[src/rtl/assert_macros.svh]
// Assertion macros used by the top level of the command line tokenizer.
`ifndef ASSERT_MACROS_SVH
`define ASSERT_MACROS_SVH

// Checks that the consequent holds in the same cycle as the condition.
`define CLT_ASSERT_IMP(label, cond, conseq, msg) \
  label: assert property (@(posedge clk) disable iff (!rst_n) (cond) |-> (conseq)) \
    else $error(msg);

// Checks that the consequent holds in the cycle after the condition.
`define CLT_ASSERT_NXT(label, cond, conseq, msg) \
  label: assert property (@(posedge clk) disable iff (!rst_n) (cond) |=> (conseq)) \
    else $error(msg);

`endif

[src/rtl/clt_pkg.sv]
// Types, codes and character constants of the command line tokenizer.
package clt_pkg;

  localparam int MaxRes = 3;

  // Characters that the scanner recognizes.
  localparam logic [7:0] CH_SPACE  = 8'h20;
  localparam logic [7:0] CH_TAB    = 8'h09;
  localparam logic [7:0] CH_CR     = 8'h0D;
  localparam logic [7:0] CH_QUOTE  = 8'h22;
  localparam logic [7:0] CH_BSLASH = 8'h5C;
  localparam logic [7:0] CH_EQUAL  = 8'h3D;

  // Result kinds.
  localparam logic [1:0] KIND_CHAR    = 2'd0;
  localparam logic [1:0] KIND_END     = 2'd1;
  localparam logic [1:0] KIND_VERDICT = 2'd2;

  // Word roles.
  localparam logic [1:0] ROLE_NAME  = 2'd0;
  localparam logic [1:0] ROLE_ARG   = 2'd1;
  localparam logic [1:0] ROLE_KEY   = 2'd2;
  localparam logic [1:0] ROLE_VALUE = 2'd3;

  typedef enum logic [2:0] {
    PH_BETWEEN = 3'd0,
    PH_BARE    = 3'd1,
    PH_VSTART  = 3'd2,
    PH_QUOTED  = 3'd3,
    PH_ESC     = 3'd4,
    PH_CLOSED  = 3'd5
  } clt_phase_t;

  typedef struct packed {
    logic [7:0] char_code;
    logic       has_char;
    logic       line_end;
  } clt_in_t;

  typedef struct packed {
    logic [1:0] kind;
    logic [7:0] out_char;
    logic [1:0] role;
    logic       line_ok;
    logic       last_of_run;
  } clt_out_t;

  typedef struct packed {
    clt_phase_t phase;
    logic       in_value;
    logic       word_quoted;
    logic       have_name;
    logic       arg_filled;
    logic       have_fields;
    logic       word_nonempty;
    logic       error_seen;
  } clt_state_t;

  // All results of one input word, oldest in slot zero.
  typedef struct packed {
    clt_out_t [MaxRes-1:0] res;
    logic [1:0]            cnt;
  } clt_batch_t;

  localparam clt_state_t STATE_RESET = '{
    phase: PH_BETWEEN, in_value: 1'b0, word_quoted: 1'b0, have_name: 1'b0,
    arg_filled: 1'b0, have_fields: 1'b0, word_nonempty: 1'b0, error_seen: 1'b0
  };

  function automatic clt_out_t mk_res(logic [1:0] kind, logic [7:0] ch,
                                      logic [1:0] role, logic ok);
    clt_out_t r;
    r.kind        = kind;
    r.out_char    = ch;
    r.role        = role;
    r.line_ok     = ok;
    r.last_of_run = 1'b0;
    return r;
  endfunction

endpackage

[src/rtl/clt_decode.sv]
// Per-character scanner: next parse state and the results of one input word.
module clt_decode (
  input  clt_pkg::clt_state_t state_i,
  input  clt_pkg::clt_in_t    item_i,
  output clt_pkg::clt_state_t state_o,
  output clt_pkg::clt_batch_t batch_o
);
  import clt_pkg::*;

  clt_state_t          st;
  clt_out_t [MaxRes-1:0] res;
  logic [1:0]          n;
  logic [7:0]          c;
  logic                is_sep;

  always_comb begin
    st     = state_i;
    res    = '0;
    n      = 2'd0;
    c      = item_i.char_code;
    is_sep = (c == CH_SPACE) || (c == CH_TAB) || (c == CH_CR);

    if (item_i.has_char && !st.error_seen) begin
      case (st.phase)
        PH_BETWEEN: begin
          if (!is_sep) begin
            if (c == CH_QUOTE) begin
              if (!st.have_name || st.arg_filled || st.have_fields) begin
                st.error_seen = 1'b1;
              end else begin
                st.phase         = PH_QUOTED;
                st.in_value      = 1'b0;
                st.word_quoted   = 1'b1;
                st.word_nonempty = 1'b0;
              end
            end else if (c == CH_EQUAL) begin
              st.error_seen = 1'b1;
            end else begin
              st.phase         = PH_BARE;
              st.in_value      = 1'b0;
              st.word_quoted   = 1'b0;
              st.word_nonempty = 1'b1;
              res[n] = mk_res(KIND_CHAR, c, ROLE_NAME, 1'b0);
              n = n + 2'd1;
            end
          end
        end
        PH_BARE: begin
          if (is_sep) begin
            if (st.in_value) begin
              res[n] = mk_res(KIND_END, 8'h00, ROLE_VALUE, 1'b0);
              n = n + 2'd1;
            end else if (!st.have_name) begin
              st.have_name = 1'b1;
              res[n] = mk_res(KIND_END, 8'h00, ROLE_NAME, 1'b0);
              n = n + 2'd1;
            end else if (!st.arg_filled && !st.have_fields) begin
              st.arg_filled = st.word_nonempty;
              res[n] = mk_res(KIND_END, 8'h00, ROLE_ARG, 1'b0);
              n = n + 2'd1;
            end else begin
              st.error_seen = 1'b1;
            end
            st.phase = PH_BETWEEN;
          end else if (c == CH_QUOTE) begin
            st.error_seen = 1'b1;
          end else if (c == CH_EQUAL) begin
            if (st.in_value) begin
              st.error_seen = 1'b1;
            end else begin
              st.have_fields   = 1'b1;
              res[n] = mk_res(KIND_END, 8'h00, ROLE_KEY, 1'b0);
              n = n + 2'd1;
              st.phase         = PH_VSTART;
              st.in_value      = 1'b1;
              st.word_nonempty = 1'b0;
            end
          end else begin
            st.word_nonempty = 1'b1;
            res[n] = mk_res(KIND_CHAR, c, ROLE_NAME, 1'b0);
            n = n + 2'd1;
          end
        end
        PH_VSTART: begin
          if (c == CH_QUOTE) begin
            st.phase         = PH_QUOTED;
            st.in_value      = 1'b1;
            st.word_quoted   = 1'b1;
            st.word_nonempty = 1'b0;
          end else if (is_sep) begin
            res[n] = mk_res(KIND_END, 8'h00, ROLE_VALUE, 1'b0);
            n = n + 2'd1;
            st.phase = PH_BETWEEN;
          end else if (c == CH_EQUAL) begin
            st.error_seen = 1'b1;
          end else begin
            st.phase         = PH_BARE;
            st.word_quoted   = 1'b0;
            st.word_nonempty = 1'b1;
            res[n] = mk_res(KIND_CHAR, c, ROLE_NAME, 1'b0);
            n = n + 2'd1;
          end
        end
        PH_QUOTED: begin
          if (c == CH_QUOTE) begin
            if (st.in_value) begin
              res[n] = mk_res(KIND_END, 8'h00, ROLE_VALUE, 1'b0);
            end else begin
              st.arg_filled = st.word_nonempty;
              res[n] = mk_res(KIND_END, 8'h00, ROLE_ARG, 1'b0);
            end
            n = n + 2'd1;
            st.phase = PH_CLOSED;
          end else if (c == CH_BSLASH) begin
            st.phase = PH_ESC;
          end else begin
            st.word_nonempty = 1'b1;
            res[n] = mk_res(KIND_CHAR, c, ROLE_NAME, 1'b0);
            n = n + 2'd1;
          end
        end
        PH_ESC: begin
          // A backslash before anything but a quote or backslash is literal,
          // and the following character is then an ordinary quoted character.
          st.word_nonempty = 1'b1;
          st.phase         = PH_QUOTED;
          if ((c == CH_QUOTE) || (c == CH_BSLASH)) begin
            res[n] = mk_res(KIND_CHAR, c, ROLE_NAME, 1'b0);
            n = n + 2'd1;
          end else begin
            res[n] = mk_res(KIND_CHAR, CH_BSLASH, ROLE_NAME, 1'b0);
            n = n + 2'd1;
            res[n] = mk_res(KIND_CHAR, c, ROLE_NAME, 1'b0);
            n = n + 2'd1;
          end
        end
        PH_CLOSED: begin
          if (is_sep) begin
            st.phase = PH_BETWEEN;
          end else begin
            st.error_seen = 1'b1;
          end
        end
        default: begin
          st.error_seen = 1'b1;
        end
      endcase
    end

    if (item_i.line_end) begin
      if (!st.error_seen) begin
        if (st.phase == PH_BARE) begin
          if (st.in_value) begin
            res[n] = mk_res(KIND_END, 8'h00, ROLE_VALUE, 1'b0);
            n = n + 2'd1;
          end else if (!st.have_name) begin
            st.have_name = 1'b1;
            res[n] = mk_res(KIND_END, 8'h00, ROLE_NAME, 1'b0);
            n = n + 2'd1;
          end else if (!st.arg_filled && !st.have_fields) begin
            st.arg_filled = st.word_nonempty;
            res[n] = mk_res(KIND_END, 8'h00, ROLE_ARG, 1'b0);
            n = n + 2'd1;
          end else begin
            st.error_seen = 1'b1;
          end
        end else if (st.phase == PH_VSTART) begin
          res[n] = mk_res(KIND_END, 8'h00, ROLE_VALUE, 1'b0);
          n = n + 2'd1;
        end else if ((st.phase == PH_QUOTED) || (st.phase == PH_ESC)) begin
          st.error_seen = 1'b1;
        end
      end
      res[n] = mk_res(KIND_VERDICT, 8'h00, ROLE_NAME, !st.error_seen && st.have_name);
      n = n + 2'd1;
      st = STATE_RESET;
    end

    for (int i = 0; i < MaxRes; i++) begin
      res[i].last_of_run = (n == 2'(i + 1));
    end

    state_o     = st;
    batch_o.res = res;
    batch_o.cnt = n;
  end

endmodule

[src/rtl/clt_outbuf.sv]
// Result buffer that holds the results of one word and sends one per unstalled cycle.
module clt_outbuf (
  input  logic                clk,
  input  logic                rst_n,
  input  logic                load_req,
  input  clt_pkg::clt_batch_t batch_i,
  output logic                load,
  output logic [1:0]          cnt,
  output logic                out_valid,
  input  logic                out_stall,
  output clt_pkg::clt_out_t   out_word
);
  import clt_pkg::*;

  clt_out_t [MaxRes-1:0] res_r, res_nxt;
  logic [1:0]            cnt_r, cnt_nxt;
  logic                  pop;

  assign pop  = (cnt_r != 2'd0) && !out_stall;
  // A new batch goes in when the buffer is empty or its last result leaves in this cycle.
  assign load = load_req && ((cnt_r == 2'd0) || ((cnt_r == 2'd1) && pop));

  always_comb begin
    res_nxt = res_r;
    cnt_nxt = cnt_r;
    if (load) begin
      res_nxt = batch_i.res;
      cnt_nxt = batch_i.cnt;
    end else if (pop) begin
      res_nxt[0] = res_r[1];
      res_nxt[1] = res_r[2];
      cnt_nxt    = cnt_r - 2'd1;
    end
  end

  always_ff @(posedge clk) begin
    if (!rst_n) begin
      cnt_r <= 2'd0;
    end else begin
      cnt_r <= cnt_nxt;
    end
    res_r <= res_nxt;
  end

  assign cnt       = cnt_r;
  assign out_valid = (cnt_r != 2'd0);
  assign out_word  = res_r[0];

endmodule

[src/rtl/command_line_tokenizer.sv]
// Top level of the command line tokenizer: input register, parse state and result buffer.
//
// Usage: the input channel takes one word per cycle while in_stall is low: a byte
// of the command line (char_code, valid when has_char is set) and a line_end flag
// that closes the line after the byte, if any, has been scanned. A word is taken at
// a rising edge where in_valid is high and in_stall is low. The result channel sends
// one word per result: a word character, a word end with its role, or the line
// verdict; last_of_run marks the final result caused by one input word, and an input
// word may cause none or up to three results.
// Results pass through the input register and the result buffer before out_word.
// Throughput: one input word per cycle while each causes at most one result and
// out_stall is low; a word with two or three results holds the input until the buffer
// is down to its last entry, as the single result port drains one entry per cycle.
// Reset (rst_n low, synchronous) empties the input register and result buffer and
// puts the parse state between words with all line flags cleared.
// A stalled receiver keeps the current result on out_word; the buffer then fills
// and in_stall rises once the input register holds a word that cannot move on.
`include "assert_macros.svh"

module command_line_tokenizer (
  input  logic              clk,
  input  logic              rst_n,
  input  logic              in_valid,
  output logic              in_stall,
  input  clt_pkg::clt_in_t  in_word,
  output logic              out_valid,
  input  logic              out_stall,
  output clt_pkg::clt_out_t out_word
);
  import clt_pkg::*;

  // Input register: the word being scanned this cycle.
  logic       in_vld_r, in_vld_nxt;
  clt_in_t    in_word_r, in_word_nxt;
  // Parse state of the current line.
  clt_state_t state_r, state_nxt, state_dec;
  clt_batch_t batch;
  logic       load;
  logic [1:0] buf_cnt;
  logic       accept;

  clt_decode u_decode (
    .state_i (state_r),
    .item_i  (in_word_r),
    .state_o (state_dec),
    .batch_o (batch)
  );

  clt_outbuf u_outbuf (
    .clk       (clk),
    .rst_n     (rst_n),
    .load_req  (in_vld_r),
    .batch_i   (batch),
    .load      (load),
    .cnt       (buf_cnt),
    .out_valid (out_valid),
    .out_stall (out_stall),
    .out_word  (out_word)
  );

  // The input register frees up whenever its word moves into the result buffer.
  assign in_stall = in_vld_r && !load;
  assign accept   = in_valid && !in_stall;

  always_comb begin
    in_vld_nxt  = in_vld_r;
    in_word_nxt = in_word_r;
    state_nxt   = state_r;
    if (load) begin
      in_vld_nxt = 1'b0;
      state_nxt  = state_dec;
    end
    if (accept) begin
      in_vld_nxt  = 1'b1;
      in_word_nxt = in_word;
    end
  end

  always_ff @(posedge clk) begin
    if (!rst_n) begin
      in_vld_r <= 1'b0;
      state_r  <= STATE_RESET;
    end else begin
      in_vld_r <= in_vld_nxt;
      state_r  <= state_nxt;
    end
    in_word_r <= in_word_nxt;
  end

  // The input is stalled only while it holds a word of its own.
  `CLT_ASSERT_IMP(a_stall_needs_word, !in_vld_r, !in_stall, "stall without a held word")
  // A buffer with more than one pending result cannot take a new batch.
  `CLT_ASSERT_IMP(a_no_overrun, in_vld_r && (buf_cnt > 2'd1), in_stall, "buffer overrun")
  // Every verdict leaves the parse state as after reset.
  `CLT_ASSERT_NXT(a_line_clears, load && in_word_r.line_end, state_r == STATE_RESET, "line state kept")

endmodule
[config.mk]
export PLATFORM = sky130hd
export DESIGN_NAME = command_line_tokenizer
export DESIGN_NICKNAME = d
export VERILOG_FILES = /design/src/rtl/clt_pkg.sv /design/src/rtl/clt_decode.sv /design/src/rtl/clt_outbuf.sv /design/src/rtl/command_line_tokenizer.sv
export VERILOG_INCLUDE_DIRS = /design/src /design/src/rtl
export SDC_FILE = /design/constraint.sdc
export NUM_CORES = 1
export LEC_CHECK = 0
export BUFFER_PORTS_ARGS = -buffer_cell sky130_fd_sc_hd__buf_2
export CAP_MARGIN = 10
export CORE_UTILIZATION = 40
export CTS_BUF_LIST = sky130_fd_sc_hd__clkbuf_8
export DETAILED_ROUTE_END_ITERATION = 8
export HOLD_SLACK_MARGIN = 0.02
export PLACE_DENSITY = 0.68
export SYNTH_ARGS = -nofsm -noshare
export SYNTH_HDL_FRONTEND = slang
export SYNTH_SLANG_ARGS = --single-unit
[constraint.sdc]
create_clock -name clk -period 3.93 [get_ports clk]
set_input_delay 0.786 -clock clk [delete_from_list [all_inputs] [get_ports clk]]
set_output_delay 0.786 -clock clk [all_outputs]
set_load 0.01 [all_outputs]
### Word-level counts from Yosys, hierarchy flattened

Cells that the tools add are included.

* latch bits: 0
* register bits after elaboration: 64
* logic and storage cells: 233
* output and inout bits: 16
* input port bits: 14
* ROM bits: 0
* memories: 0
* memory bits (writable): 0

* bitwise operators: 9
* divide/modulo/power cells: 0
* multiply operators: 0
* add/subtract/negate cells: 3
* order comparisons: 4
* shift-type cells: 0
* multiplexer cells: 137
* reductions and logical operators: 34
* equal/unequal tests: 19

Operator list (count)
* two-way mux 42 bit: 7
* two-way mux 14 bit: 10
* two-way mux 28 bit: 4
* case mux 14 bit (5 select lines): 1
* two-way mux 2 bit: 32
* two-way mux 12 bit: 5
* demux 14 bit (select 2 bit): 2
* two-way mux 13 bit: 4
* two-way mux 1 bit: 47
* bitwise mux 42 bit: 1
* AND 26 x 39 -> 39 bit: 1
* NOT 39 bit: 1
* AND 24 x 36 -> 36 bit: 1
* NOT 36 bit: 1
* AND 22 x 33 -> 33 bit: 1
* NOT 33 bit: 1
* equality test 8 x 6 -> 1 bit (second input constant): 3
* two-way mux 3 bit: 7
* two-way mux 10 bit: 2
* two-way mux 5 bit: 4
* case mux 3 bit (6 select lines): 1
* equality test 8 x 4 -> 1 bit (second input constant): 2
* two-way mux 4 bit: 4
* equality test 3 x 2 -> 1 bit (second input constant): 4
* 23 further kinds: 60

### Logic depth before layout (Yosys ltp)

* depth after elaboration: 23
* depth in mapped cells: 18
* gate-level depth less buffers: 15

### By module

Synthesis repeated with hierarchy kept, for this count alone.

* cell total of the unflattened synthesis: 482
* area, all modules: 4322.9 um^2

Modules (own cells, without submodules)
* clt_outbuf: times used 1, cells each 165, sequential area each 1301.2 um^2, area an instance 1896.8 um^2
* clt_decode: times used 1, cells each 271, sequential area each 0.0 um^2, area an instance 1707.9 um^2
* command_line_tokenizer: times used 1, cells each 46, sequential area each 520.5 um^2, area an instance 718.2 um^2

### Worst setup path after synthesis

Ideal clock, no wire load.

* path kind: reg2reg
* start point: register in_word_r[6] in the netlist's numbering
* end point: register u_outbuf.res_r, in the netlist u_outbuf.out_word[0] (data pin)
* period minus slack after synthesis: 4110 ps
* setup slack: -180 ps
* arrival: 3853 ps
* buffers on the path: 3
* stages on the path, launching flop included: 19
* library setup time: 257 ps
* path through: edfxtp_1 > buf_6 > or4b_1 > buf_2 > or3_4 > a2111oi_4 > o31a_2 > o21ai_2 > and2_4 > buf_6 > ha_1 > o21ai_0 > ha_1 > nand2b_1 > o21ai_0 > nand2_1 > and4_2 > mux2i_1 > nand2_1

RTL lines
* start: declaration: line command_line_tokenizer.sv:34 `clt_in_t in_word_r, in_word_nxt;`
* start signal: assignment: line command_line_tokenizer.sv:87 `in_word_r <= in_word_nxt;`
* end signal: assignment: line clt_outbuf.sv:42 `res_r <= res_nxt;`
* end: declaration: line clt_outbuf.sv:15 `clt_out_t [MaxRes-1:0] res_r, res_nxt;`

==> reports/metrics.csv <==
stage,metric,value,unit
setup_path,r2r-end,u_outbuf.out_word[8]$_DFFE_PP_,
route,drt-vias-per-instance,5.73,
setup_path,r2r_setup_slack,0.01,ns
hold_path,worstHoldPathCells,2,
global_routing,grt_pass1_wl,15.8,mm
global_routing,grt_start_max_net_pins,34,
logic_synthesis,ys.warnings.count,0,
clock_tree,cts_made_buffers,5,
status,status,completed,
timing,maxSlewViolCount,0,
finish,area_growth,15.0,%
global_routing,globalRouteOverflowTotal,0,
power_and_ir_drop,swShare,33.3,%
logic_synthesis,synthesis.area,3810,um^2
timing,finClkSkew,0.0163,ns
flow_run,drv_cap,0,
clock_tree,cts.root.buffer_cell,clkbuf_8,
setup_path,r2r_start,in_word_r[9]$_DFFE_PP_,
route,drc_errors,0,
clock_tree,insertion_delay,0.32,ns
finish,drive_above_1_share,28.7,%
setup_path,worstPathCellList,buf_6 -> or4b_4 -> or3_4 -> a2111oi_4 -> o31a_2 -> o21ai_2 -> and2_4 -> ha_4 -> o21ai_4 -> inv_1 -> ha_2 -> a21oi_2 -> a21bo_4 -> o31ai_2,
hold_path,hold_start,u_outbuf.res_r[14]$_DFFE_PP_,
power_and_ir_drop,switching_power,0.000579,W
clock_tree,clock-sinks,56,
timing,fin_crit,3.92,ns
finish,regArea,1560,um^2
setup_path,cp.required,4.09,ns
logic_synthesis,syn_area_per_cell,9.58,um^2
logic_synthesis,synth_cells,398,
clock_tree,clockBufferDepth,2,
timing,rsz0062_at_grt,yes,
setup_path,reg2reg_depth,14,
floorplanning,rows,35,
power_and_ir_drop,p_int,0.00116,W
global_routing,grt_pass1_vias,3057,
timing,finalSetupViolCount,0,
global_routing,antenna_found_initial,0,
floorplanning,die_area,9930,um^2
setup_path,cp-start-kind,register,
clock_tree,htree_levels,2,
route,wl_per_cell,17.4,um
timing,setup_slack,0.0145,ns
finish,multi_input_area,2040,um^2
logic_synthesis,ys_seq_area_share,41.0,%
hold_path,hold_end,u_outbuf.out_word[0]$_DFFE_PP_,
power_and_ir_drop,leakage,1.62,nW
floorplanning,ioPinCount,30,
route,drt_iter0_drc,268,
power_and_ir_drop,report.power.total,0.00174,W
route,wirelength,9.93,mm
power_and_ir_drop,pwr-share-comb,33.2,%
floorplanning,die_w,99.6,um
setup_path,crit_path_max_incr_delay,0.48,ns
placement,routabilityCongestion,0.945,
timing,slew_headroom,27.3,%
route,dr.pass1.iters,5,
placement,dpl.hpwl,7.23,mm
timing,hold_slack,0.539,ns
setup_path,crit_slowest_cell,or4b_4,
clock_tree,cts_tree,done,
timing,tns,0,ns
placement,port_buffers,29,
floorplanning,initial_core_util,41.3,%
power_and_ir_drop,ir_drop,152,uV
setup_path,worst_ep_arrival_time,4.08,ns
global_routing,track_usage,20.4,%
timing,hold_viol,0,
setup_path,crit_type,reg -> reg,
timing,finalCritPeriodShare,99.6,%
power_and_ir_drop,clock_power_share,19.2,%
hold_path,hp-class,reg -> reg,
logic_synthesis,ys.flop_type,edfxtp_1,
route,antenna_left,0,
timing,worst_pin_slew,1.09,ns
floorplanning,die_y,99.6,um
timing,clock.fmax,0.255,GHz
power_and_ir_drop,power_density,397,nW/um^2
logic_synthesis,yosysUniqueCellTypes,80,
logic_synthesis,ys_ff_latch,56,
finish,antenna_cells,0,
setup_path,end_kind,register,
route,dr_total_vias,3271,
power_and_ir_drop,sequentialPowerShare,47.6,%
setup_path,critPathMaxFanout,8,
floorplanning,core_area,9240,um^2
finish,fin_util,47.4,%
placement,dp_slack,0.0477,ns
clock_tree,clk_pin_slew,0.11,ns
logic_synthesis,synth_edf_count,44,
finish,fin_nets,462,
logic_synthesis,async_flop_share,0,%
finish,fill_cells,881,
## layer usage
metal	vias to the layer above	global-route usage, %	wire [um]
met2	155	32.1	4660
met4	0	7.81	254
met3	25	3.87	744
met5	-	0	0
li1	1562	-	-
met1	1529	27.8	4270
## sequential cells by signal, summed over array words and instances, names as in the netlist
signal	flops
u_outbuf.out_word	14
state_r	9
u_outbuf.res_r	20
u_outbuf.cnt	2
in_word_r	10
in_vld_r	1
## cell usage in the layout (no fill, tap or decap), drive strengths merged, types with 7 or more instances in the layout
cell type / Yosys / final
nand2b: 9 / 9
a21oi: 25 / 25
nand3: 9 / 9
a22oi: 7 / 7
o211ai: 7 / 7
nor2: 28 / 28
nor2b: 11 / 11
buf: 21 / 71
dfxtp: 12 / 12
inv: 13 / 14
and2: 14 / 14
ha: 7 / 7
o21ai: 31 / 31
nand2: 36 / 36
edfxtp: 44 / 44
nor3: 12 / 12
## power by group through the flow
stage | sequential [W] | clock (W) | combinational [W]
4_1_cts | 0.000828 | 0.000345 | 0.000525
6_report | 0.000828 | 0.000333 | 0.000577
5_1_grt | 0.000838 | 0.000363 | 0.000635
2_1_floorplan | 0.000839 | 0 | 0.000417
3_3_place_gp | 0.000839 | 0 | 0.000513
3_5_place_dp | 0.000842 | 0 | 0.000522
## through the flow
step / cell area, um^2 / cells
6_report: 4380 / 571
3_5_place_dp: 4100 / 558
5_1_grt: 4380 / 571
4_1_cts: 4200 / 566
3_3_place_gp: 4100 / 558
2_1_floorplan: 3860 / 400
## what timing repair did
item                       in CTS  in global routing
setup buffers                   0                  5
setup endpoints to repair       0                 19
hold buffers                    0                  0
resized for setup               0                 28
hold endpoints to repair        0                  0
## layout make-up
class                      instances  share of cell area (%)
clock inverter                     3                   0.514
timing repair buffer              71                    10.9
tap                              129                    3.68
clock buffer                       5                    1.57
sequential                        56                    35.6
inverter                          14                    1.20
multi-input combinational        293                    46.5
## logic make-up after synthesis
logic type | share of synthesized area, %
AND/OR/NAND/NOR | 21.8
AO/OA/AOI/OAI | 23.8
flip-flops | 41.0
buffers and inverters | 10.3
adder cells (fa/ha/maj) | 2.30
XOR/XNOR | 0.460
other | 0.0984
multiplexers | 0.263
## cell usage after synthesis, types with 2 or more instances
| master | number | area share (%) |
|---|---|---|
| a22oi_1 | 7 | 1.4 |
| nor2b_1 | 11 | 1.8 |
| and2_2 | 2 | 0.39 |
| o22ai_1 | 5 | 0.82 |
| o221ai_1 | 3 | 0.69 |
| or2_2 | 2 | 0.33 |
| edfxtp_1 | 44 | 35 |
| a21oi_1 | 24 | 3.2 |
| clkbuf_1 | 7 | 0.69 |
| nor2_1 | 28 | 2.8 |
| o31a_1 | 4 | 0.92 |
| and3_1 | 3 | 0.49 |
| nor4_1 | 3 | 0.49 |
| nand3_1 | 9 | 1.2 |
| nand4b_1 | 2 | 0.46 |
| a21boi_0 | 2 | 0.39 |
| nand2_1 | 36 | 3.5 |
| or3_1 | 3 | 0.49 |
| buf_4 | 14 | 2.8 |
| o41ai_1 | 4 | 0.92 |
| nor3_1 | 12 | 1.6 |
| nor3b_1 | 3 | 0.59 |
| o31ai_1 | 5 | 0.98 |
| o22a_1 | 2 | 0.46 |
| ha_1 | 7 | 2.3 |
| o21ai_0 | 30 | 3.9 |
| dfxtp_1 | 12 | 6.3 |
| a32o_1 | 2 | 0.53 |
| a41o_1 | 2 | 0.53 |
| xnor2_1 | 2 | 0.46 |
| inv_1 | 13 | 1.3 |
| clkbuf_8 | 7 | 2.5 |
| or4b_1 | 3 | 0.79 |
| and2_1 | 11 | 1.8 |
| nand4_1 | 4 | 0.66 |
| buf_6 | 6 | 1.8 |
| o211ai_1 | 7 | 1.4 |
| nand2b_1 | 9 | 1.5 |
| a211oi_1 | 3 | 0.59 |
| a31oi_1 | 4 | 0.66 |
| o21a_1 | 2 | 0.39 |
## how the worst max path moves through the flow
stage | from | depth (start not counted) | end | slack (ns)
6_report | in_word_r[9]$_DFFE_PP_ | 14 | u_outbuf.out_word[8]$_DFFE_PP_ | 0.01
5_1_grt | in_word_r[9]$_DFFE_PP_ | 14 | u_outbuf.out_word[0]$_DFFE_PP_ | -0.12
4_1_cts | in_word_r[3]$_DFFE_PP_ | 14 | u_outbuf.out_word[0]$_DFFE_PP_ | 0.04
3_5_place_dp | in_word_r[3]$_DFFE_PP_ | 15 | u_outbuf.out_word[0]$_DFFE_PP_ | 0.05
3_3_place_gp | in_word_r[9]$_DFFE_PP_ | 16 | u_outbuf.out_word[0]$_DFFE_PP_ | 0.08
2_1_floorplan | in_word_r[3]$_DFFE_PP_ | 16 | u_outbuf.out_word[6]$_DFFE_PP_ | 0.007
## critical path: cells and delay by family (launching register included)
family	cells	cell delay, ns
adders and majority gates	2	0.42
AOI/OAI and AO/OA	7	1.52
and+or+nand+nor	3	1.13
buffers and inverters	2	0.26
DFF	1	0.42
Power figures use the tool's default switching activity.
